===== src/hw/rtl/cfdq_pkg.sv =====
`timescale 1ns / 1ps
`default_nettype none

package cfdq_pkg;

	// Configuration port
	localparam int CFG_INDEX_W = 2;
	localparam int CFG_DATA_W  = 8;

	localparam logic [CFG_INDEX_W-1:0] REG_RX_HEADER = 2'd0;
	localparam logic [CFG_INDEX_W-1:0] REG_TX_HEADER = 2'd1;

	// Request opcodes as they arrive on the request channel
	localparam logic [1:0] OPC_RX_BYTE = 2'd0;
	localparam logic [1:0] OPC_ENQUEUE = 2'd1;
	localparam logic [1:0] OPC_POP     = 2'd2;

	// Result kinds
	localparam logic [1:0] KIND_RX_FRAME = 2'd0;
	localparam logic [1:0] KIND_ENQUEUE  = 2'd1;
	localparam logic [1:0] KIND_POPPED   = 2'd2;

	// Result status codes
	localparam logic [1:0] ST_OK       = 2'd0;
	localparam logic [1:0] ST_MISMATCH = 2'd1;
	localparam logic [1:0] ST_FULL     = 2'd2;
	localparam logic [1:0] ST_EMPTY    = 2'd3;

	// Depth of the command queue between front and back end
	localparam int CMDQ_DEPTH = 2;

	typedef struct packed {
		logic [1:0] opcode;
		logic [7:0] rx_byte;
		logic [7:0] tx_command;
		logic [7:0] tx_payload_low;
		logic [7:0] tx_payload_high;
	} req_word_t;

	typedef struct packed {
		logic [1:0] result_kind;
		logic [7:0] frame_header;
		logic [7:0] frame_command;
		logic [7:0] frame_payload_low;
		logic [7:0] frame_payload_high;
		logic [7:0] frame_sum;
		logic [1:0] status;
		logic [6:0] pending_frames;
	} rsp_word_t;

	typedef struct packed {
		logic [7:0] hdr;
		logic [7:0] cmd;
		logic [7:0] plo;
		logic [7:0] phi;
		logic [7:0] sum;
	} frame_t;

	typedef enum logic [1:0] {
		CMD_RX_BYTE,
		CMD_ENQUEUE,
		CMD_POP
	} cmd_op_t;

	typedef struct packed {
		cmd_op_t    op;
		logic [7:0] rx_byte;
		frame_t     frame;
	} cmd_t;

	typedef enum logic [2:0] {
		RX_HEADER,
		RX_COMMAND,
		RX_PAY_LOW,
		RX_PAY_HIGH,
		RX_SUM
	} rx_phase_t;

	typedef enum logic {
		BK_RUN,
		BK_POP
	} bk_state_t;

	// Modulo-256 sum of the four leading frame bytes
	function automatic logic [7:0] sum4(input logic [7:0] a, input logic [7:0] b,
			input logic [7:0] c, input logic [7:0] d);
		return a + b + c + d;
	endfunction

endpackage

`default_nettype wire


===== src/hw/rtl/command_frame_deframer_and_tx_queue.sv =====
// Command frame deframer and transmit queue.
// Request channel (req_valid / req_stall / req_word) carries one word per
// operation: a received byte, a request to queue a transmit frame, or a pop.
// Response channel (rsp_valid / rsp_stall / rsp_word) returns at most one word
// per request: a completed received frame with its checksum status, the answer
// to a queue request (ok, or full and dropped), or the popped frame (or empty).
// Received bytes that do not complete a frame, and opcode 3, give no word.
// A response word passes the front register, the command queue and the back-end
// output register; a pop that finds frames adds the store's read register.
// Throughput: one request per cycle while req_stall is low; a pop that finds
// frames holds the back end in BK_POP, as the frame store has a registered read
// port. The user must write header bytes over cfg_we / cfg_index / cfg_data
// only while idle; the block itself does not enforce this.
// Reset clears the receive hunt, the queue pointers and counts and both header
// registers; the frame store itself is not cleared, and needs no clearing pass.
// When the receiver asserts rsp_stall, the output word holds; the back end then
// stops, the command queue fills and req_stall rises in turn.
`timescale 1ns / 1ps
`default_nettype none

module command_frame_deframer_and_tx_queue
	import cfdq_pkg::*;
#(
	parameter int QUEUE_DEPTH = 8
) (
	input  wire logic                   clk,
	input  wire logic                   arst_n,
	input  wire logic                   req_valid,
	output logic                        req_stall,
	input  wire req_word_t              req_word,
	output logic                        rsp_valid,
	input  wire logic                   rsp_stall,
	output rsp_word_t                   rsp_word,
	input  wire logic                   cfg_we,
	input  wire logic [CFG_INDEX_W-1:0] cfg_index,
	input  wire logic [CFG_DATA_W-1:0]  cfg_data
);

	logic [7:0] rx_header_q;
	logic [7:0] tx_header_q;
	logic       fr_valid;
	cmd_t       fr_cmd;
	logic       q_full;
	logic       q_valid;
	cmd_t       q_cmd;
	logic       q_pop;

	// Header registers; drop writes to indexes beyond the list
	always_ff @(posedge clk or negedge arst_n) begin
		if (!arst_n) begin
			rx_header_q <= '0;
			tx_header_q <= '0;
		end else if (cfg_we) begin
			case (cfg_index)
				REG_RX_HEADER: rx_header_q <= cfg_data;
				REG_TX_HEADER: tx_header_q <= cfg_data;
				default: begin
				end
			endcase
		end
	end

	// Front end: accept and classify each word, build transmit frames
	cfdq_front u_front (
		.clk       (clk),
		.arst_n    (arst_n),
		.req_valid (req_valid),
		.req_stall (req_stall),
		.req_word  (req_word),
		.tx_header (tx_header_q),
		.cmd_valid (fr_valid),
		.cmd_full  (q_full),
		.cmd       (fr_cmd)
	);

	// Short command queue decouples the two ends
	cfdq_cmdq u_cmdq (
		.clk        (clk),
		.arst_n     (arst_n),
		.push       (fr_valid),
		.push_cmd   (fr_cmd),
		.full       (q_full),
		.head_valid (q_valid),
		.head_cmd   (q_cmd),
		.pop        (q_pop)
	);

	// Back end: deframe, keep the transmit ring, register the response word
	cfdq_back #(
		.QUEUE_DEPTH (QUEUE_DEPTH)
	) u_back (
		.clk       (clk),
		.arst_n    (arst_n),
		.rx_header (rx_header_q),
		.cmd_valid (q_valid),
		.cmd       (q_cmd),
		.cmd_pop   (q_pop),
		.rsp_valid (rsp_valid),
		.rsp_stall (rsp_stall),
		.rsp_word  (rsp_word)
	);

endmodule

`default_nettype wire


===== src/hw/rtl/cfdq_front.sv =====
`timescale 1ns / 1ps
`default_nettype none

module cfdq_front
	import cfdq_pkg::*;
(
	input  wire logic      clk,
	input  wire logic      arst_n,
	input  wire logic      req_valid,
	output logic           req_stall,
	input  wire req_word_t req_word,
	input  wire logic [7:0] tx_header,
	output logic           cmd_valid,
	input  wire logic      cmd_full,
	output cmd_t           cmd
);

	logic valid_s1;
	cmd_t cmd_s1;
	logic take;
	logic keep;
	cmd_t cmd_d;

	assign req_stall = valid_s1 && cmd_full;
	assign take      = req_valid && !req_stall;
	assign cmd_valid = valid_s1;
	assign cmd       = cmd_s1;

	// Classify the word; build the transmit frame here so the back end only stores it
	always_comb begin
		keep              = 1'b0;
		cmd_d.op          = CMD_RX_BYTE;
		cmd_d.rx_byte     = req_word.rx_byte;
		cmd_d.frame.hdr   = tx_header;
		cmd_d.frame.cmd   = req_word.tx_command;
		cmd_d.frame.plo   = req_word.tx_payload_low;
		cmd_d.frame.phi   = req_word.tx_payload_high;
		cmd_d.frame.sum   = sum4(tx_header, req_word.tx_command,
			req_word.tx_payload_low, req_word.tx_payload_high);
		unique case (req_word.opcode)
			OPC_RX_BYTE: begin
				keep     = 1'b1;
				cmd_d.op = CMD_RX_BYTE;
			end
			OPC_ENQUEUE: begin
				keep     = 1'b1;
				cmd_d.op = CMD_ENQUEUE;
			end
			OPC_POP: begin
				keep     = 1'b1;
				cmd_d.op = CMD_POP;
			end
			default: begin
				// drop unused opcode
				keep = 1'b0;
			end
		endcase
	end

	always_ff @(posedge clk or negedge arst_n) begin
		if (!arst_n) begin
			valid_s1 <= 1'b0;
		end else if (take) begin
			valid_s1 <= keep;
		end else if (valid_s1 && !cmd_full) begin
			valid_s1 <= 1'b0;
		end
	end

	always_ff @(posedge clk) begin
		if (take) begin
			cmd_s1 <= cmd_d;
		end
	end

endmodule

`default_nettype wire


===== src/hw/rtl/cfdq_cmdq.sv =====
`timescale 1ns / 1ps
`default_nettype none

module cfdq_cmdq
	import cfdq_pkg::*;
(
	input  wire logic clk,
	input  wire logic arst_n,
	input  wire logic push,
	input  wire cmd_t push_cmd,
	output logic      full,
	output logic      head_valid,
	output cmd_t      head_cmd,
	input  wire logic pop
);

	localparam int PTR_W = $clog2(CMDQ_DEPTH);
	localparam int CNT_W = $clog2(CMDQ_DEPTH + 1);

	cmd_t             entries_q [CMDQ_DEPTH];
	logic [PTR_W-1:0] wr_ptr_q;
	logic [PTR_W-1:0] rd_ptr_q;
	logic [CNT_W-1:0] cnt_q;
	logic             do_push;
	logic             do_pop;

	function automatic logic [PTR_W-1:0] adv(input logic [PTR_W-1:0] p);
		return (p == PTR_W'(CMDQ_DEPTH - 1)) ? '0 : p + 1'b1;
	endfunction

	assign full       = (cnt_q == CNT_W'(CMDQ_DEPTH));
	assign head_valid = (cnt_q != '0);
	assign head_cmd   = entries_q[rd_ptr_q];
	assign do_push    = push && !full;
	assign do_pop     = pop && head_valid;

	always_ff @(posedge clk or negedge arst_n) begin
		if (!arst_n) begin
			wr_ptr_q <= '0;
			rd_ptr_q <= '0;
			cnt_q    <= '0;
		end else begin
			if (do_push) begin
				wr_ptr_q <= adv(wr_ptr_q);
			end
			if (do_pop) begin
				rd_ptr_q <= adv(rd_ptr_q);
			end
			if (do_push && !do_pop) begin
				cnt_q <= cnt_q + 1'b1;
			end else if (do_pop && !do_push) begin
				cnt_q <= cnt_q - 1'b1;
			end
		end
	end

	always_ff @(posedge clk) begin
		if (do_push) begin
			entries_q[wr_ptr_q] <= push_cmd;
		end
	end

endmodule

`default_nettype wire


===== src/hw/rtl/cfdq_back.sv =====
`timescale 1ns / 1ps
`default_nettype none

module cfdq_back
	import cfdq_pkg::*;
#(
	parameter int QUEUE_DEPTH = 8
) (
	input  wire logic       clk,
	input  wire logic       arst_n,
	input  wire logic [7:0] rx_header,
	input  wire logic       cmd_valid,
	input  wire cmd_t       cmd,
	output logic            cmd_pop,
	output logic            rsp_valid,
	input  wire logic       rsp_stall,
	output rsp_word_t       rsp_word
);

	localparam int PTR_W = (QUEUE_DEPTH > 1) ? $clog2(QUEUE_DEPTH) : 1;
	localparam int CNT_W = $clog2(QUEUE_DEPTH + 1);

	bk_state_t        state_q, state_d;
	rx_phase_t        phase_q, phase_d;
	logic [7:0]       hdr_q, hdr_d;
	logic [7:0]       cmd_q, cmd_d;
	logic [7:0]       plo_q, plo_d;
	logic [7:0]       phi_q, phi_d;
	logic [PTR_W-1:0] wr_ptr_q, wr_ptr_d;
	logic [PTR_W-1:0] rd_ptr_q, rd_ptr_d;
	logic [CNT_W-1:0] cnt_q, cnt_d;
	logic [31:0]      mem_q [QUEUE_DEPTH];
	logic [31:0]      rdata_q;
	logic             mem_we;
	logic             rd_en;
	logic             out_free;
	logic             out_load;
	rsp_word_t        out_d;
	logic             rsp_valid_q;
	rsp_word_t        rsp_word_q;

	function automatic logic [PTR_W-1:0] adv(input logic [PTR_W-1:0] p);
		return (p == PTR_W'(QUEUE_DEPTH - 1)) ? '0 : p + 1'b1;
	endfunction

	function automatic rsp_word_t make_rsp(input logic [1:0] kind, input frame_t f,
			input logic [1:0] st, input logic [CNT_W-1:0] pend);
		rsp_word_t r;
		r.result_kind        = kind;
		r.frame_header       = f.hdr;
		r.frame_command      = f.cmd;
		r.frame_payload_low  = f.plo;
		r.frame_payload_high = f.phi;
		r.frame_sum          = f.sum;
		r.status             = st;
		r.pending_frames     = 7'(pend);
		return r;
	endfunction

	assign out_free  = !rsp_valid_q || !rsp_stall;
	assign rsp_valid = rsp_valid_q;
	assign rsp_word  = rsp_word_q;

	always_comb begin
		frame_t f;
		state_d  = state_q;
		phase_d  = phase_q;
		hdr_d    = hdr_q;
		cmd_d    = cmd_q;
		plo_d    = plo_q;
		phi_d    = phi_q;
		wr_ptr_d = wr_ptr_q;
		rd_ptr_d = rd_ptr_q;
		cnt_d    = cnt_q;
		mem_we   = 1'b0;
		rd_en    = 1'b0;
		cmd_pop  = 1'b0;
		out_load = 1'b0;
		f        = '0;
		out_d    = '0;
		unique case (state_q)
			BK_RUN: begin
				if (cmd_valid && out_free) begin
					cmd_pop = 1'b1;
					unique case (cmd.op)
						CMD_RX_BYTE: begin
							unique case (phase_q)
								RX_HEADER: begin
									if (cmd.rx_byte == rx_header) begin
										hdr_d   = cmd.rx_byte;
										phase_d = RX_COMMAND;
									end
								end
								RX_COMMAND: begin
									cmd_d   = cmd.rx_byte;
									phase_d = RX_PAY_LOW;
								end
								RX_PAY_LOW: begin
									plo_d   = cmd.rx_byte;
									phase_d = RX_PAY_HIGH;
								end
								RX_PAY_HIGH: begin
									phi_d   = cmd.rx_byte;
									phase_d = RX_SUM;
								end
								RX_SUM: begin
									f        = '{hdr: hdr_q, cmd: cmd_q, plo: plo_q,
										phi: phi_q, sum: cmd.rx_byte};
									out_load = 1'b1;
									out_d    = make_rsp(KIND_RX_FRAME, f,
										(sum4(hdr_q, cmd_q, plo_q, phi_q) == cmd.rx_byte)
											? ST_OK : ST_MISMATCH, cnt_q);
									phase_d  = RX_HEADER;
								end
								default: begin
									phase_d = RX_HEADER;
								end
							endcase
						end
						CMD_ENQUEUE: begin
							out_load = 1'b1;
							if (cnt_q != CNT_W'(QUEUE_DEPTH)) begin
								mem_we   = 1'b1;
								wr_ptr_d = adv(wr_ptr_q);
								cnt_d    = cnt_q + 1'b1;
								out_d    = make_rsp(KIND_ENQUEUE, cmd.frame, ST_OK, cnt_d);
							end else begin
								out_d = make_rsp(KIND_ENQUEUE, cmd.frame, ST_FULL, cnt_q);
							end
						end
						CMD_POP: begin
							if (cnt_q != '0) begin
								// read the store into rdata_q; BK_POP then loads the word into the output register
								rd_en    = 1'b1;
								rd_ptr_d = adv(rd_ptr_q);
								cnt_d    = cnt_q - 1'b1;
								state_d  = BK_POP;
							end else begin
								out_load = 1'b1;
								out_d    = make_rsp(KIND_POPPED, f, ST_EMPTY, cnt_q);
							end
						end
						default: begin
							cmd_pop = 1'b1;
						end
					endcase
				end
			end
			BK_POP: begin
				f        = '{hdr: rdata_q[31:24], cmd: rdata_q[23:16], plo: rdata_q[15:8],
					phi: rdata_q[7:0],
					sum: sum4(rdata_q[31:24], rdata_q[23:16], rdata_q[15:8], rdata_q[7:0])};
				out_load = 1'b1;
				out_d    = make_rsp(KIND_POPPED, f, ST_OK, cnt_q);
				state_d  = BK_RUN;
			end
			default: begin
				state_d = BK_RUN;
			end
		endcase
	end

	always_ff @(posedge clk or negedge arst_n) begin
		if (!arst_n) begin
			state_q     <= BK_RUN;
			phase_q     <= RX_HEADER;
			hdr_q       <= '0;
			cmd_q       <= '0;
			plo_q       <= '0;
			phi_q       <= '0;
			wr_ptr_q    <= '0;
			rd_ptr_q    <= '0;
			cnt_q       <= '0;
			rsp_valid_q <= 1'b0;
		end else begin
			state_q  <= state_d;
			phase_q  <= phase_d;
			hdr_q    <= hdr_d;
			cmd_q    <= cmd_d;
			plo_q    <= plo_d;
			phi_q    <= phi_d;
			wr_ptr_q <= wr_ptr_d;
			rd_ptr_q <= rd_ptr_d;
			cnt_q    <= cnt_d;
			if (out_load) begin
				rsp_valid_q <= 1'b1;
			end else if (!rsp_stall) begin
				rsp_valid_q <= 1'b0;
			end
		end
	end

	always_ff @(posedge clk) begin
		if (out_load) begin
			rsp_word_q <= out_d;
		end
	end

	always_ff @(posedge clk) begin
		if (mem_we) begin
			mem_q[wr_ptr_q] <= {cmd.frame.hdr, cmd.frame.cmd, cmd.frame.plo, cmd.frame.phi};
		end
		if (rd_en) begin
			rdata_q <= mem_q[rd_ptr_q];
		end
	end

endmodule

`default_nettype wire


===== config.mk =====
export PLATFORM = sky130hd
export DESIGN_NAME = command_frame_deframer_and_tx_queue
export DESIGN_NICKNAME = d
export VERILOG_FILES = /design/src/hw/rtl/cfdq_pkg.sv /design/src/hw/rtl/command_frame_deframer_and_tx_queue.sv /design/src/hw/rtl/cfdq_front.sv /design/src/hw/rtl/cfdq_cmdq.sv /design/src/hw/rtl/cfdq_back.sv
export SDC_FILE = /design/constraint.sdc
export NUM_CORES = 1
export LEC_CHECK = 0
export BUFFER_PORTS_ARGS = -buffer_cell sky130_fd_sc_hd__buf_2
export CAP_MARGIN = 20
export CORE_MARGIN = 2
export CORE_UTILIZATION = 35
export CTS_BUF_LIST = sky130_fd_sc_hd__clkbuf_16
export DETAILED_ROUTE_END_ITERATION = 12
export HOLD_SLACK_MARGIN = 0.12
export PLACE_DENSITY_LB_ADDON = 0.05
export SLEW_MARGIN = 20
export SYNTH_ARGS = -nofsm -noshare
export SYNTH_HDL_FRONTEND = slang
export SYNTH_SLANG_ARGS = --single-unit

===== constraint.sdc =====
create_clock -name clk -period 6.34 [get_ports clk]
set_clock_uncertainty 0.15 [all_clocks]
set_input_delay 1.268 -clock clk [delete_from_list [all_inputs] [get_ports clk]]
set_output_delay 1.268 -clock clk [all_outputs]
set_load 0.01 [all_outputs]

[Yosys cells after proc, flatten, opt, wreduce, memory -nomap -nowiden]
Memories as Yosys holds them, arrays and structs flattened. A register that Yosys moved wholly into a read port is not among the register bits.
Index checks and enable logic that the tools add are counted.
Word-level totals
  register bits: 169
  latch bits: 0
  memory bits (writable): 356
  bits in read-only memories: 0
  input bits: 49
  output and inout bits: 53
  logic and storage cells: 148
  memories: 2
Memories
  u_back.mem_q: depth 8, width 32, rd ports 1, clocked after Yosys merged registers in 1, write ports 1, line cfdq_back.sv:32  | logic [31:0] mem_q [QUEUE_DEPTH];
  u_cmdq.entries_q: depth 2, width 50, rd ports 1, clocked after Yosys merged registers in 0, write ports 1, line cfdq_cmdq.sv:20  | cmd_t entries_q [CMDQ_DEPTH];
Cells by class
  $add $sub $neg: 17
  multiply operators: 0
  divide/modulo/power cells: 0
  magnitude comparators: 0
  equal/unequal tests: 19
  shifts and indexed selects: 0
  muxes and demuxes: 44
  bitwise gates (word level): 1
  reductions and logical operators: 34
Operator list (number)
  $pmux W51 S3: 1
  $mux W51: 2
  $pmux W51 S2: 1
  $add A8 B8 Y8: 9
  $mux W49: 1
  $mux W1: 25
  $reduce_and A4 Y1: 6
  $eq A8 B8 Y1: 2
  $pmux W3 S4: 1
  $reduce_and A5 Y1: 2
  $eq A3 B3 Y1 const B: 3
  $mux W3: 3
  $mux W9: 1
  $mux W4: 2
  $ne A2 B1 Y1 const B: 4
  $pmux W4 S2: 1
  $reduce_bool A2 Y1: 4
  $logic_and A1 B1 Y1: 7
  $add A3 B1 Y3 const B: 2
  $eq A2 B1 Y1 const B: 3
  $eq A2 B2 Y1 const B: 3
  $eq A3 B2 Y1 const B: 2
  $logic_not A1 Y1: 6
  $logic_not A2 Y1: 3
  other kinds (17): 21

[Longest topological paths before layout]
Gate-level depths: netlist (run 1).
  depth in word-level cells: 9
  gate-level depth with buffers: 13
  depth with buffers taken out: 13

[Modules after synthesis]
A second synthesis (run 1) with hierarchy kept.
Unflattened totals
  cells, all modules: 1228
  area, all modules: 23209.8 µm²
Modules (own cells, without submodules)
  cfdq_back: instances 1, cells an instance 882, area each 16298.1 µm², sequential area each 11265.8 µm²
  cfdq_cmdq: instances 1, cells an instance 175, area each 4061.4 µm², sequential area each 3103.0 µm²
  cfdq_front: instances 1, cells an instance 137, area each 2239.6 µm², sequential area each 1526.5 µm²
  command_frame_deframer_and_tx_queue: instances 1, cells an instance 34, area each 610.6 µm², sequential area each 400.4 µm²

[Worst setup path after synthesis (run 1)]
Ideal clock, no wire load.
  path type: input to register
  start point: input port rsp_stall
  end point: memory u_back.mem_q[2][0], enable pin
  library setup time: 468 ps
  arrival time: 4670 ps
  data required time: 5722 ps
  slack: 1052 ps
  stages on the path: 4
  buffers on the path: 0
  cells stage by stage: a2bb2oi_2 nand4_1 or3_1 nor3b_1
On the way
  cells in the longest elaborated chain, start to end: 7
RTL lines
  start: declaration: line command_frame_deframer_and_tx_queue.sv:32  | input wire logic rsp_stall,
  $logic_not A1 Y1: line cfdq_back.sv:60  | assign out_free = !rsp_valid_q || !rsp_stall;
  $logic_or A1 B1 Y1: line cfdq_back.sv:60
  $logic_and A1 B1 Y1: line cfdq_back.sv:83  | if (cmd_valid && out_free) begin
  $mux W1: line cfdq_back.sv:83
  $mux W1: line cfdq_back.sv:81  | unique case (state_q)
  $mux W1: line cfdq_back.sv:200  | if (mem_we) begin
  $mux W1 (implied by the code): line cfdq_back.sv:201  | mem_q[wr_ptr_q] <= {cmd.frame.hdr, cmd.frame.cmd, cmd.frame.plo, cmd.frame.phi};
  end: declaration: line cfdq_back.sv:32
Every way passes these cells.

[Worst setup path in the final report (run 1)]
  start point: register u_cmdq.rd_ptr_q
  end point: register u_back.rsp_word_q (netlist bit u_back.rsp_word[39]), enable pin
On the way
  cells in the longest elaborated chain, start to end: 5
  elaborated cells between the ends (all ways): 7
  classes of those cells: eq/ne (2); mux (3); reduce/logical (1); memory (1)
RTL lines
  start: declaration: line cfdq_cmdq.sv:22  | logic [PTR_W-1:0] rd_ptr_q;
  start signal: assignment: line cfdq_cmdq.sv:47  | rd_ptr_q <= adv(rd_ptr_q);
  $mem_v2 Z2 W50 *
  $eq A2 B2 Y1 (tied with other cells): line cfdq_back.sv:85  | unique case (cmd.op)
  $pmux W1 S3 *: line cfdq_back.sv:85
  $mux W1 *: line cfdq_back.sv:83
  $pmux W1 S2 *: line cfdq_back.sv:81
  named net u_back.out_load: line cfdq_back.sv:37  | logic out_load;
  end signal: assignment: line cfdq_back.sv:195  | rsp_word_q <= out_d;
  end: declaration: line cfdq_back.sv:40  | rsp_word_t rsp_word_q;
Mark *: on every way through the listed nets, which the timed path passes. The rest lies on a longest branch.
A chain may end at the register's enable or synchronous reset.

==> flow_summary.rst, run 1 <==
.. list-table::
   :header-rows: 1

   * - Metric
     - Value
   * - Critical path launch point
     - u_cmdq.rd_ptr_q
   * - Final-report hold violation count
     - 0
   * - Area delta synth->final
     - 15.32%
   * - Most frequent cells in the layout
     - sky130_fd_sc_hd__edfxtp_1 (486), sky130_fd_sc_hd__buf_2 (97), sky130_fd_sc_hd__mux2_2 (83)
   * - Overflow after GRT
     - 0
   * - Async SR Flop Fraction
     - 12.27%
   * - Combinational family with the most area after synthesis
     - multiplexers
   * - GRT Overall Usage
     - 17.15%
   * - Syn_area_per_cell
     - 18.69 um2
   * - Vias
     - 11214
   * - Adder and majority cell fraction of the synthesized area
     - 5.257%
   * - Boundary Pins
     - 102
   * - Final setup viols
     - 0
   * - Global-route wire length before repair
     - 82420 um
   * - Most common cell after layout, fill and taps aside
     - sky130_fd_sc_hd__edfxtp_1
   * - Worst-case headroom to the max-slew limit
     - 41.64%
   * - Net count reported at finish
     - 1479
   * - Timing-limited maximum frequency
     - 271.2 MHz
   * - CTS root buf
     - sky130_fd_sc_hd__clkbuf_16
   * - Total wirelength of the detailed-routed design
     - 56410 um
   * - Max cap viols
     - 0
   * - Per-cell routed wire length
     - 24.90 um
   * - Count of flip-flops with a built-in enable after synthesis
     - 486
   * - Initial DRC Count
     - 803
   * - Die height
     - 258.4 um
   * - Resize count post-CTS
     - 0
   * - Initial antenna violation count
     - 0
   * - Overall die area
     - 66780 um2
   * - Unrepaired setup endpoints after global routing
     - no
   * - Crit-path max FO
     - 40
   * - Post-Synth XOR/XNOR Area
     - 2.010%
   * - Post-route DRC violation count
     - 0
   * - Layout cell share with drive strength beyond 1
     - 27.07%
   * - Via count of the first global-routing pass
     - 11843
   * - Pin count of the biggest net entering global routing
     - 53
   * - Synth warnings
     - 0
   * - Post-synth design cell area
     - 22660 um2
   * - Compound-cell area share of the yosys netlist
     - 3.932%
   * - Synthesized instance count
     - 1212
   * - Post-CTS Setup Repair Bufs
     - 0
   * - Count of antenna-violating nets left after detailed routing
     - 0
   * - TritonCTS buffer count
     - 61
   * - Type of the most critical hold path
     - flop to flop
   * - Final Max Slew Viols
     - 0
   * - Fraction of the cycle the final worst path needs
     - 58.15%
   * - Clock tree from TritonCTS
     - yes
   * - Worst-Skew Late Latency
     - 630 ps
   * - Sequential area share after synthesis
     - 71.92%
   * - Startpoint of the worst hold path
     - u_front.cmd[49]
   * - Worst-case clock buffer depth
     - 3
   * - Static Leakage
     - 9.225 nW
   * - Starting density of the core
     - 35.27%
   * - Critical setup path kind
     - flop to flop
   * - Total of buffers placed on input and output ports
     - 98
   * - Post-DR vias/cell
     - 4.949
   * - Crit start category
     - flop
   * - Synthesis-stage register bit count
     - 554
   * - RePlAce Congestion
     - 0.7688
   * - Setup tns final
     - 0 ps
   * - Total clock sinks
     - 554
   * - Smallest setup slack after layout
     - 2653 ps
   * - Proportion of synthesized area in mux cells
     - 11.89%
   * - Hold bufs inserted after CTS
     - 0
   * - Transition time at the pin with the least slew margin
     - 875.3 ps
   * - Fin crit period
     - 3687 ps
   * - Number of distinct standard cells referenced by the synthesized netlist
     - 60
   * - Length of the first detailed-routing pass in iterations
     - 5
   * - Leading register cell type out of synthesis
     - sky130_fd_sc_hd__edfxtp_1
   * - Reg clk slew, reported paths
     - 60 ps
   * - Required time at the worst-slack endpoint
     - 6530 ps
   * - Kind of end point of the critical path
     - flop
   * - Power density relative to cell area
     - 548.3 nW/um2
   * - Synthesized-area fraction occupied by and/or/nand/nor cells
     - 3.374%
   * - Placeable core region
     - 64230 um2
   * - Horizontal extent of the die
     - 258.4 um
   * - R2r startpoint
     - u_cmdq.rd_ptr_q
   * - Final HPWL from detailed placement
     - 37280 um
   * - Critical path arrival
     - 3870 ps
   * - Number of H-tree branching levels
     - 2
   * - Diode count
     - 0
   * - Total power after layout
     - 14.33 mW
   * - Place WS
     - 2103 ps
   * - Placement row count
     - 93
   * - Status
     - completed
   * - Max IR drop VDD
     - 0.3055 mV
==> critical path, stage by stage, from the launching register on <==
cell,delay [ps]
sky130_fd_sc_hd__dfrtp_2,730
sky130_fd_sc_hd__buf_4,610
sky130_fd_sc_hd__nor2_1,170
sky130_fd_sc_hd__a22o_1,310
sky130_fd_sc_hd__a21boi_0,280
sky130_fd_sc_hd__o21ai_0,130
sky130_fd_sc_hd__a41o_2,580
sky130_fd_sc_hd__buf_4,400
==> sequential cells by signal (all words and copies together), names as in the netlist <==
register,count
u_back.mem_q,256
u_back.phi_q,8
u_back.cnt_q,4
u_cmdq.rd_ptr_q,1
u_back.plo_q,8
u_back.wr_ptr_q,3
u_front.cmd_valid,1
tx_header_q,8
u_back.hdr_q,8
u_back.state_q,1
u_cmdq.cnt_q,2
u_back.rd_ptr_q,3
u_back.cmd_q,8
u_front.cmd,50
u_cmdq.entries_q,100
u_cmdq.wr_ptr_q,1
u_back.rsp_word,48
rx_header_q,8
u_back.phase_q,3
u_back.rdata_q,32
u_back.rsp_valid,1
==> power breakdown <==
part	switching, mW	total, mW	internal (mW)
Clock	1.43	3.20	1.78
Combinational	3.09	5.31	2.22
Sequential	0.621	5.81	5.19
Total	5.14	14.3	9.19
==> cell usage after synthesis (2+ instances only) <==
| library cell | instances | area (um2) |
|---|---|---|
| sky130_fd_sc_hd__edfxtp_1 | 486 | 14590 |
| sky130_fd_sc_hd__mux2_2 | 83 | 934.7 |
| sky130_fd_sc_hd__dfrtp_1 | 68 | 1702 |
| sky130_fd_sc_hd__mux4_2 | 64 | 1441 |
| sky130_fd_sc_hd__nor2_1 | 47 | 176.4 |
| sky130_fd_sc_hd__fa_1 | 42 | 840.8 |
| sky130_fd_sc_hd__inv_1 | 39 | 146.4 |
| sky130_fd_sc_hd__xnor2_1 | 39 | 341.6 |
| sky130_fd_sc_hd__nand2_1 | 33 | 123.9 |
| sky130_fd_sc_hd__a221o_1 | 32 | 320.3 |
| sky130_fd_sc_hd__a21oi_1 | 31 | 155.2 |
| sky130_fd_sc_hd__ha_1 | 28 | 350.3 |
| sky130_fd_sc_hd__o21ai_0 | 25 | 125.1 |
| sky130_fd_sc_hd__clkbuf_1 | 23 | 86.33 |
| sky130_fd_sc_hd__and2_1 | 22 | 137.6 |
| sky130_fd_sc_hd__mux2i_1 | 20 | 200.2 |
| sky130_fd_sc_hd__xor2_1 | 13 | 113.9 |
| sky130_fd_sc_hd__buf_2 | 10 | 50.05 |
| sky130_fd_sc_hd__nor3_1 | 10 | 50.05 |
| sky130_fd_sc_hd__nor3b_1 | 9 | 67.56 |
| sky130_fd_sc_hd__a21o_1 | 7 | 52.55 |
| sky130_fd_sc_hd__buf_1 | 7 | 26.28 |
| sky130_fd_sc_hd__nand3_1 | 5 | 25.02 |
| sky130_fd_sc_hd__nor2b_1 | 5 | 31.28 |
| sky130_fd_sc_hd__o221ai_1 | 5 | 43.79 |
| sky130_fd_sc_hd__mux2i_4 | 4 | 90.09 |
| sky130_fd_sc_hd__a31oi_1 | 3 | 18.77 |
| sky130_fd_sc_hd__buf_4 | 3 | 22.52 |
| sky130_fd_sc_hd__nand2b_1 | 3 | 18.77 |
| sky130_fd_sc_hd__nand3b_1 | 3 | 22.52 |
| sky130_fd_sc_hd__o21bai_1 | 3 | 22.52 |
| sky130_fd_sc_hd__or2_2 | 3 | 18.77 |
| sky130_fd_sc_hd__a21boi_0 | 2 | 15.01 |
| sky130_fd_sc_hd__a22oi_1 | 2 | 15.01 |
| sky130_fd_sc_hd__buf_6 | 2 | 22.52 |
| sky130_fd_sc_hd__mux2i_2 | 2 | 27.53 |
| sky130_fd_sc_hd__nand4_1 | 2 | 12.51 |
| sky130_fd_sc_hd__o2111ai_1 | 2 | 17.52 |
| sky130_fd_sc_hd__o22a_1 | 2 | 17.52 |
| sky130_fd_sc_hd__o22ai_1 | 2 | 12.51 |
| sky130_fd_sc_hd__or3_1 | 2 | 12.51 |
==> final cells by class <==
class	count	area, um2
Clock buffer	61	1526
Fill cell	5926	38100
Clock inverter	53	274.0
Inverter	41	153.9
Timing Repair Buffer	128	718.2
Tap cell	855	1070
Multi-Input combinational cell	574	6083
Sequential cell	554	16300
==> worst paths after layout <==
| kind | to | slack [ps] | cells after the start |
|---|---|---|---|
| max | u_back.rsp_word[39] | 2650 | 7 |
| min | u_cmdq.entries_q[0][49] | 290 | 0 |
| max reg2reg | u_back.rsp_word[39] | 2650 | 7 |
| min reg2reg | u_cmdq.entries_q[0][49] | 290 | 0 |
| max in group asynchronous | u_back.rd_ptr_q[0] | 4540 | 2 |
| min in group asynchronous | tx_header_q[0] | 370 | 1 |
==> cells by family (layout without fill, tap and decap cells) <==
logic type / count (synthesis) / count (layout)
AND/OR/NAND/NOR: 152 / 152
flip-flops: 554 / 554
adder cells (fa/ha/maj): 70 / 70
buffers and inverters: 86 / 283
multiplexers: 173 / 173
AO/OA/AOI/OAI: 124 / 124
other: 1 / 3
XOR/XNOR: 52 / 52
==> routing by layer <==
metal  vias up  part of all wire [%]  track usage (%)
met5         -                     0                0
met4         0                   2.2            4.432
met2       237                    48            27.28
met1      5878                    46            24.46
met3        75                   4.2            3.022
li1       5024                     -                -
==> per-stage QoR <==
stage / utilization, % / hold WS [ps] / area (um2) / instances
finish: 40.68 / 293.0 / 26130 / 2266
global route: 40.68 / 306.4 / 26130 / 2266
CTS: 40.68 / 294.4 / 26130 / 2266
detailed placement: 37.87 / 280.4 / 24330 / 2152
global placement: 37.87 / 273.0 / 24330 / 2152
floorplan: - / 271.5 / 22660 / 1214
(Power assumes the default switching activity.)
==> run 2, diff against run 1 <==
--- a/config.mk
+++ b/config.mk
@@ -5,6 +5,7 @@
 export SDC_FILE = /design/constraint.sdc
 export NUM_CORES = 1
 export LEC_CHECK = 0
+export ABC_AREA = 1
 export BUFFER_PORTS_ARGS = -buffer_cell sky130_fd_sc_hd__buf_2
 export CAP_MARGIN = 20
 export CORE_MARGIN = 2
==> constraint.sdc (replaced) <==
create_clock -name clk -period 3.76 [get_ports clk]
set_clock_uncertainty 0.15 [all_clocks]
set_input_delay 0.752 -clock clk [delete_from_list [all_inputs] [get_ports clk]]
set_output_delay 0.752 -clock clk [all_outputs]
set_load 0.01 [all_outputs]
==> run 2 against run 1 <==
  * Maximum frequency up 7.6%
  * Synthesized cell count rose by 53%
  * Routed wire length is 16% higher
  * Utilization grew 0.38 points
  * Synthesized area is 2.3% higher
  * Cell count is 27% higher
  * Via count grew 28%
  * Highest routed layer unchanged
==> flow_summary.rst, run 2 <==
.. list-table::
   :header-rows: 1

   * - Metric
     - Value
   * - Die height
     - 261.3 um (was 258.4 um)
   * - Critical path arrival
     - 3650 ps (was 3870 ps)
   * - Total of buffers placed on input and output ports
     - 98 (unchanged)
   * - Chain of cells forming the critical path
     - fa_1 -> inv_1 -> fa_1 -> inv_1 -> ha_1 -> inv_1 -> fa_1 -> inv_1 -> nand4_1 -> nand3_1 -> nand3_1 -> nand3_1 -> nand3_1 -> nor2_1 -> nor2_1 (was buf_4 -> nor2_1 -> a22o_1 -> a21boi_0 -> o21ai_0 -> a41o_2 -> buf_4)
   * - Length of the first detailed-routing pass in iterations
     - 5 (unchanged)
   * - Sequential area share after synthesis
     - 70.34% (was 71.92%)
   * - Max IR drop VDD
     - 0.3995 mV (was 0.3055 mV)
   * - Combinational family with the most area after synthesis
     - simple AND/OR/NAND/NOR gates (was multiplexers)
   * - Slowest Stage Delay on Critical Path
     - 550 ps (was 730 ps)
   * - Global Route met1 Usage
     - 28.55% (was 24.46%)
   * - Area delta synth->final
     - 16.29% (was 15.32%)
   * - Number of H-tree branching levels
     - 2 (unchanged)
   * - Synth warnings
     - 0 (unchanged)
   * - Placeable core region
     - 65630 um2 (was 64230 um2)
   * - RePlAce Congestion
     - 0.8129 (was 0.7688)
   * - Met2 GRT Util
     - 30.92% (was 27.28%)
   * - Fraction of the cycle the final worst path needs
     - 91.13% (was 58.15%)
   * - Met3 track demand over resource
     - 2.555% (was 3.022%)
   * - Boundary Pins
     - 102 (unchanged)
   * - Type of the most critical hold path
     - input pin to flop (was flop to flop)
   * - Critical setup path kind
     - flop to flop (unchanged)
   * - Family of cells with the greatest summed delay on the critical path
     - adder cells (was compound AO/OA/AOI/OAI gates)
   * - Synthesized-area fraction occupied by and/or/nand/nor cells
     - 10.76% (was 3.374%)
   * - Total wirelength of the detailed-routed design
     - 65390 um (was 56410 um)
   * - Post-synth design cell area
     - 23170 um2 (was 22660 um2)
   * - Via count of the first global-routing pass
     - 13997 (was 11843)
   * - Required time at the worst-slack endpoint
     - 3980 ps (was 6530 ps)
   * - Overall die area
     - 68270 um2 (was 66780 um2)
   * - Global-route wire length before repair
     - 96340 um (was 82420 um)
   * - Max cap viols
     - 0 (unchanged)
   * - Adder and majority cell fraction of the synthesized area
     - 5.141% (was 5.257%)
   * - Compound-cell area share of the yosys netlist
     - 9.208% (was 3.932%)
   * - Post-DR vias/cell
     - 4.979 (was 4.949)
   * - Layout cell share with drive strength beyond 1
     - 13.30% (was 27.07%)
   * - Count of flip-flops with a built-in enable after synthesis
     - 486 (unchanged)
   * - Leading register cell type out of synthesis
     - sky130_fd_sc_hd__edfxtp_1 (unchanged)
   * - Initial DRC Count
     - 1330 (was 803)
   * - DP Area
     - 24920 um2 (was 24330 um2)
   * - Unrepaired setup endpoints after global routing
     - no (unchanged)
   * - Post-synthesis cell type with the largest combined area
     - sky130_fd_sc_hd__edfxtp_1 (unchanged)
   * - Per-cell routed wire length
     - 22.65 um (was 24.90 um)
   * - TritonCTS buffer count
     - 60 (was 61)
   * - Kind of end point of the critical path
     - flop (unchanged)
   * - Synthesized instance count
     - 1852 (was 1212)
   * - Worst-Skew Late Latency
     - 640 ps (was 630 ps)
   * - Share of Yosys cell area claimed by the top area cell type
     - 62.99% (was 64.41%)
   * - Horizontal extent of the die
     - 261.3 um (was 258.4 um)
   * - Most common cell after layout, fill and taps aside
     - sky130_fd_sc_hd__edfxtp_1 (unchanged)
   * - Count of antenna-violating nets left after detailed routing
     - 0 (unchanged)
   * - Proportion of synthesized area in mux cells
     - 0.04860% (was 11.89%)
   * - Crit-path max FO
     - 3 (was 40)
   * - Timing-limited maximum frequency
     - 291.9 MHz (was 271.2 MHz)
   * - Fin crit period
     - 3426 ps (was 3687 ps)
   * - Post-route DRC violation count
     - 0 (unchanged)
   * - Overflow after GRT
     - 0 (unchanged)
   * - Starting density of the core
     - 35.30% (was 35.27%)
   * - Initial antenna violation count
     - 3 (was 0)
   * - Worst-case headroom to the max-slew limit
     - 36.03% (was 41.64%)
   * - Most frequent cell after synthesis
     - sky130_fd_sc_hd__edfxtp_1 (unchanged)
   * - Smallest setup slack after layout
     - 333.7 ps (was 2653 ps)
   * - Transition time at the pin with the least slew margin
     - 959.6 ps (was 875.3 ps)
   * - Top cells by count, synth
     - sky130_fd_sc_hd__edfxtp_1 (486), sky130_fd_sc_hd__nand2_1 (311), sky130_fd_sc_hd__nor2_1 (256), sky130_fd_sc_hd__o21ai_0 (227), sky130_fd_sc_hd__inv_1 (95) (was sky130_fd_sc_hd__edfxtp_1 (486), sky130_fd_sc_hd__mux2_2 (83), sky130_fd_sc_hd__dfrtp_1 (68), sky130_fd_sc_hd__mux4_2 (64), sky130_fd_sc_hd__nor2_1 (47))
   * - Status
     - completed (unchanged)
   * - Place WS
     - 195.4 ps (was 2103 ps)
   * - Power density relative to cell area
     - 918.8 nW/um2 (was 548.3 nW/um2)
   * - Number of distinct standard cells referenced by the synthesized netlist
     - 44 (was 60)
   * - Vias
     - 14375 (was 11214)
   * - Syn_area_per_cell
     - 12.51 um2 (was 18.69 um2)
   * - Layout fillers
     - 6224 (was 5926)
   * - Critical path's slowest cell
     - sky130_fd_sc_hd__fa_1 (was sky130_fd_sc_hd__dfrtp_2)
   * - Placement row count
     - 94 (was 93)
   * - Synth area leaders
     - sky130_fd_sc_hd__edfxtp_1 (63%), sky130_fd_sc_hd__dfrtp_1 (7.3%), sky130_fd_sc_hd__nand2_1 (5.0%), sky130_fd_sc_hd__o21ai_0 (4.9%), sky130_fd_sc_hd__nor2_1 (4.1%) (was sky130_fd_sc_hd__edfxtp_1 (64%), sky130_fd_sc_hd__dfrtp_1 (7.5%), sky130_fd_sc_hd__mux4_2 (6.4%), sky130_fd_sc_hd__mux2_2 (4.1%), sky130_fd_sc_hd__fa_1 (3.7%))
   * - Final Max Slew Viols
     - 0 (unchanged)
   * - GRT Overall Usage
     - 19.43% (was 17.15%)
   * - Most frequent cells in the layout
     - sky130_fd_sc_hd__edfxtp_1 (486), sky130_fd_sc_hd__nand2_1 (311), sky130_fd_sc_hd__nor2_1 (249) (was sky130_fd_sc_hd__edfxtp_1 (486), sky130_fd_sc_hd__buf_2 (97), sky130_fd_sc_hd__mux2_2 (83))
   * - GRT Max-Usage Layer
     - met2 (unchanged)
   * - Net count reported at finish
     - 2091 (was 1479)
   * - Final HPWL from detailed placement
     - 41950 um (was 37280 um)
   * - Number of buffers and inverters on the critical path
     - 4 (was 2)
   * - Post-Synth XOR/XNOR Area
     - 1.356% (was 2.010%)
   * - Worst-case clock buffer depth
     - 3 (unchanged)
   * - Final setup viols
     - 0 (unchanged)
   * - Final-report hold violation count
     - 0 (unchanged)
   * - Clock tree from TritonCTS
     - yes (unchanged)
   * - Static Leakage
     - 9.988 nW (was 9.225 nW)
   * - Diode count
     - 0 (unchanged)
   * - Pin count of the biggest net entering global routing
     - 92 (was 53)
   * - CTS root buf
     - sky130_fd_sc_hd__clkbuf_16 (unchanged)
   * - Synthesis-stage register bit count
     - 554 (unchanged)
   * - Total clock sinks
     - 554 (unchanged)
   * - Number of flip-flops under the largest register name
     - 256 (unchanged)
   * - Async SR Flop Fraction
     - 12.27% (unchanged)
   * - Crit start category
     - flop (unchanged)
   * - Reg clk slew, reported paths
     - 60 ps (about the same)
   * - Post-route cell area
     - 26940 um2 (was 26130 um2)
   * - Top reg by flops
     - u_back.mem_q (unchanged)
## run 2: changes by cell type after synthesis, moves of 36 or more
cell,previous run,this run
sky130_fd_sc_hd__mux4_2,64,0
sky130_fd_sc_hd__nand2_1,33,311
sky130_fd_sc_hd__o22ai_1,2,38
sky130_fd_sc_hd__inv_1,39,95
sky130_fd_sc_hd__clkbuf_1,23,67
sky130_fd_sc_hd__o21ai_0,25,227
sky130_fd_sc_hd__nor2_1,47,256
sky130_fd_sc_hd__mux2_2,83,1
## run 2: through the flow
| stage | instances | power, mW | utilization [%] | hold WS [ps] | setup TNS [ps] |
|---|---|---|---|---|---|
| floorplan | 1854 | 15.28 | - | 271.5 | -69180 |
| global placement | 2765 | 19.17 | 37.97 | 274.0 | 0 |
| detailed placement | 2765 | 19.27 | 37.97 | 281.9 | 0 |
| CTS | 2886 | 25.15 | 41.03 | 129.0 | 0 |
| global route | 2887 | 26.47 | 41.05 | 147.6 | 0 |
| finish | 2887 | 24.76 | 41.05 | 172.2 | 0 |
## run 2: layer usage
metal | up-vias | wire length [um]
li1 | 6763 | -
met1 | 7187 | 30910
met2 | 351 | 30450
met3 | 74 | 2973
met4 | 0 | 1063
met5 | - | 0
## run 2: path summary, 6_finish.rpt
path	slack [ps]	to	cells after the start	from
min in group asynchronous	600	u_back.rd_ptr_q[2]	2	arst_n
min reg2reg	290	u_cmdq.entries_q[0][15]	0	u_front.cmd[15]
max in group asynchronous	2310	u_back.rd_ptr_q[0]	2	arst_n
min	170	u_front.cmd[24]	1	req_word[16]
max	330	u_back.rsp_word[7]	15	u_back.phi_q[1]
max reg2reg	330	u_back.rsp_word[7]	15	u_back.phi_q[1]
## run 2: timing repair
action / 4_1_cts / 5_1_grt
hold buffers: 8 / 1
gates resized for setup: 0 / 0
hold endpoints to repair: 8 / 68
buffers inserted: 0 / 0
## run 2: where the power goes
group	internal (mW)	total, mW	switching (mW)
sequential	8.84	9.64	0.798
clock	3.31	5.77	2.46
combinational	2.88	9.34	6.46
total	15.0	24.8	9.72
## run 2: logic make-up after synthesis
family	count (synthesis)
other	1
buffers and inverters	185
AND/OR/NAND/NOR	628
AO/OA/AOI/OAI	378
XOR/XNOR	35
adder cells (fa/ha/maj)	70
flip-flops	554
multiplexers	1
## run 2: cell type report
class	count	area, um2	share of cell area, %
Sequential cell	554	16300	60.50
Multi-Input combinational cell	1115	6226	23.11
Clock buffer	60	1501	5.573
Tap cell	864	1081	4.012
Timing Repair Buffer	140	1022	3.794
Clock inverter	53	426.7	1.584
Inverter	101	384.1	1.426
==> run 3, diff against run 2 <==
--- a/config.mk
+++ b/config.mk
@@ -10,7 +10,8 @@
 export CAP_MARGIN = 20
 export CORE_MARGIN = 2
 export CORE_UTILIZATION = 35
-export CTS_BUF_LIST = sky130_fd_sc_hd__clkbuf_16
+export CTS_BUF_LIST = sky130_fd_sc_hd__clkbuf_4
+export CTS_CLUSTER_SIZE = 10
 export DETAILED_ROUTE_END_ITERATION = 12
 export HOLD_SLACK_MARGIN = 0.12
 export PLACE_DENSITY_LB_ADDON = 0.05
==> run 3 against run 2 <==
  * Total power about the same
  * Count of clock-buffer cells in the layout increased by 180
  * Highest routed layer unchanged
  * Utilization increased by 0.83 points
  * Combinational power increased by 0.6%
  * First-iteration DRC count decreased by 12%
  * Non-clock buffer count increased by 39
  * Worst hold slack improved by 82 ps
==> flow_summary.rst, run 3 (synthesized netlist as in run 2, its figures left out) <==
.. list-table::
   :header-rows: 1

   * - Metric
     - Value
   * - FF-to-FF path depth
     - 14 (was 15)
   * - Crit-path max FO
     - 3 (unchanged)
   * - Length of the first detailed-routing pass in iterations
     - 5 (unchanged)
   * - Highest metal layer with signal wires
     - met4 (unchanged)
   * - Smallest setup slack after layout
     - 387.6 ps (was 333.7 ps)
   * - Max IR drop VDD
     - 0.3525 mV (was 0.3995 mV)
   * - Final HPWL from detailed placement
     - 41950 um (unchanged)
   * - Via count of the first global-routing pass
     - 14743 (was 13997)
   * - Most common cell after layout, fill and taps aside
     - sky130_fd_sc_hd__edfxtp_1 (unchanged)
   * - Final core area utilization
     - 41.88% (was 41.05%)
   * - Destination of the critical timing path
     - u_back.rsp_word[7] (unchanged)
   * - Wire length on met2
     - 30430 um (was 30450 um)
   * - Switching part of the total power
     - 39.50% (was 39.26%)
   * - Fraction of the cycle the final worst path needs
     - 89.69% (was 91.13%)
   * - Boundary Pins
     - 102 (unchanged)
   * - Pin count of the biggest net entering global routing
     - 92 (unchanged)
   * - Post-route DRC violation count
     - 0 (unchanged)
   * - Transition time at the pin with the least slew margin
     - 931.8 ps (was 959.6 ps)
   * - Cell internal power dissipation
     - 14.98 mW (was 15.04 mW)
   * - Crit start category
     - flop (unchanged)
   * - Capturing point of the worst reg2reg path
     - u_back.rsp_word[7] (unchanged)
   * - Reg2reg setup slack
     - 390 ps (was 330 ps)
   * - Net count reported at finish
     - 2224 (was 2091)
   * - Total wirelength of the detailed-routed design
     - 66220 um (was 65390 um)
   * - Number of H-tree branching levels
     - 4 (was 2)
   * - Overflow after GRT
     - 0 (unchanged)
   * - Power spent charging and discharging nets
     - 9.781 mW (was 9.719 mW)
   * - Critical path arrival
     - 3920 ps (was 3650 ps)
   * - R2r startpoint
     - u_back.phi_q[1] (unchanged)
   * - Area delta synth->final
     - 18.63% (was 16.29%)
   * - Total met3 wirelength after detailed routing
     - 3490 um (was 2973 um)
   * - Post-DR vias/cell
     - 4.901 (was 4.979)
   * - Minimum hold slack
     - 253.8 ps (was 172.2 ps)
   * - Required time at the worst-slack endpoint
     - 4310 ps (was 3980 ps)
   * - Worst-case clock buffer depth
     - 3 (unchanged)
   * - Starting density of the core
     - 35.30% (unchanged)
   * - CTS root buf
     - sky130_fd_sc_hd__clkbuf_4 (was sky130_fd_sc_hd__clkbuf_16)
   * - Kind of end point of the critical path
     - flop (unchanged)
   * - GRT Overall Usage
     - 19.90% (was 19.43%)
   * - Timing-limited maximum frequency
     - 296.5 MHz (was 291.9 MHz)
   * - Global-route wire length before repair
     - 97520 um (was 96340 um)
   * - Critical path launch point
     - u_back.phi_q[1] (unchanged)
   * - Clock power share
     - 23.1% (was 23.3%)
   * - Overall die area
     - 68270 um2 (unchanged)
   * - Clock tree from TritonCTS
     - yes (unchanged)
   * - Initial DRC Count
     - 1169 (was 1330)
   * - Status
     - completed (unchanged)
   * - Initial antenna violation count
     - 1 (was 3)
   * - Vias
     - 15129 (was 14375)
   * - Final Max Slew Viols
     - 0 (unchanged)
   * - Type of the most critical hold path
     - input pin to asynchronous set/reset pin (was input pin to flop)
   * - Part of the total power dissipated in sequential elements
     - 38.9% (about the same)
   * - Portion of total power attributed to combinational logic
     - 38.0% (was 37.7%)
   * - Unrepaired setup endpoints after global routing
     - no (unchanged)
   * - RePlAce Congestion
     - 0.8129 (unchanged)
   * - Final setup viols
     - 0 (unchanged)
   * - Horizontal extent of the die
     - 261.3 um (unchanged)
   * - Static Leakage
     - 10.39 nW (was 9.988 nW)
   * - Worst-Skew Late Latency
     - 970 ps (was 640 ps)
   * - Worst-case headroom to the max-slew limit
     - 37.88% (was 36.03%)
   * - Final-report hold violation count
     - 0 (unchanged)
   * - Placeable core region
     - 65630 um2 (unchanged)
   * - Post-CTS Setup Repair Bufs
     - 0 (unchanged)
   * - Placement row count
     - 94 (unchanged)
   * - Max cap viols
     - 0 (unchanged)
   * - Power density relative to cell area
     - 901.0 nW/um2 (was 918.8 nW/um2)
   * - TritonCTS buffer count
     - 154 (was 60)
   * - Die height
     - 261.3 um (unchanged)
   * - Count of antenna-violating nets left after detailed routing
     - 0 (unchanged)
   * - Per-cell routed wire length
     - 21.45 um (was 22.65 um)
   * - Most frequent cells in the layout
     - sky130_fd_sc_hd__edfxtp_1 (486), sky130_fd_sc_hd__nand2_1 (311), sky130_fd_sc_hd__nor2_1 (249) (unchanged)
   * - Layout cell share with drive strength beyond 1
     - 19.77% (was 13.30%)
   * - Reg clk slew, reported paths
     - 70 ps (was 60 ps)
   * - Top reg by flops
     - u_back.mem_q (unchanged)
   * - Place WS
     - 195.4 ps (unchanged)
   * - Total of buffers placed on input and output ports
     - 98 (unchanged)
   * - Critical setup path kind
     - flop to flop (unchanged)
   * - Resize count post-CTS
     - 0 (unchanged)
   * - Met1 wire length
     - 30890 um (was 30910 um)
   * - Hold bufs inserted after CTS
     - 48 (was 8)
   * - Total clock sinks
     - 554 (unchanged)
   * - Number of flip-flops under the largest register name
     - 256 (unchanged)
   * - Fin crit period
     - 3372 ps (was 3426 ps)
[run 3: layer usage]
metal  track usage [%]  vias up
li1                  -     7138
met1             28.11     7443
met2             30.64      453
met5                 0        -
met3             3.968       95
met4             7.008        0
[run 3: layout make-up]
type	count	area [um2]
Multi-Input combinational cell	1115	6226
Timing Repair Buffer	179	1413
Antenna cell	2	5.005
Tap cell	864	1081
Fill cell	6287	38140
Clock inverter	32	272.8
Inverter	101	384.1
Clock buffer	240	1802
Sequential cell	554	16300
[run 3: power by group through the flow]
stage	sequential, mW	combinational (mW)	clock (mW)
floorplan	9.57	5.72	0
global placement	9.77	9.41	0
detailed placement	9.78	9.49	0
CTS	9.66	9.57	5.95
global route	9.78	10.5	6.27
finish	9.64	9.40	5.72
[run 3: critical path, stage by stage, from the launching register on]
cell	delay [ps]
sky130_fd_sc_hd__dfrtp_1	410
sky130_fd_sc_hd__fa_1	550
sky130_fd_sc_hd__inv_1	60
sky130_fd_sc_hd__fa_1	440
sky130_fd_sc_hd__inv_1	60
sky130_fd_sc_hd__ha_1	190
sky130_fd_sc_hd__inv_1	70
sky130_fd_sc_hd__fa_1	450
sky130_fd_sc_hd__xnor2_1	200
sky130_fd_sc_hd__xnor2_1	130
sky130_fd_sc_hd__nand2_1	70
sky130_fd_sc_hd__nor2_1	120
sky130_fd_sc_hd__nand4_1	90
sky130_fd_sc_hd__nor2_1	120
sky130_fd_sc_hd__nor2_1	50
[run 3: worst min path at each step]
stage                              end  depth (start not counted)             from  slack [ps]
2_1_floorplan   u_cmdq.entries_q[0][0]                          0   u_front.cmd[0]         270
3_5_place_dp   u_cmdq.entries_q[0][15]                          0  u_front.cmd[15]         280
4_1_cts                 rx_header_q[3]                          4     cfg_index[0]         130
6_report            u_back.rd_ptr_q[1]                          2           arst_n         250
5_1_grt                u_back.cnt_q[0]                          2           arst_n         240
3_3_place_gp   u_cmdq.entries_q[0][39]                          0  u_front.cmd[39]         270
[run 3: metrics by stage]
step | instances | power, mW | setup TNS [ps] | cell area, um2
after floorplan | 1854 | 15.28 | -69180 | 23180
after global placement | 2765 | 19.17 | 0 | 24920
after detailed placement | 2765 | 19.27 | 0 | 24920
after CTS | 3085 | 25.18 | 0 | 27480
after global routing | 3086 | 26.59 | 0 | 27480
final | 3087 | 24.76 | 0 | 27490
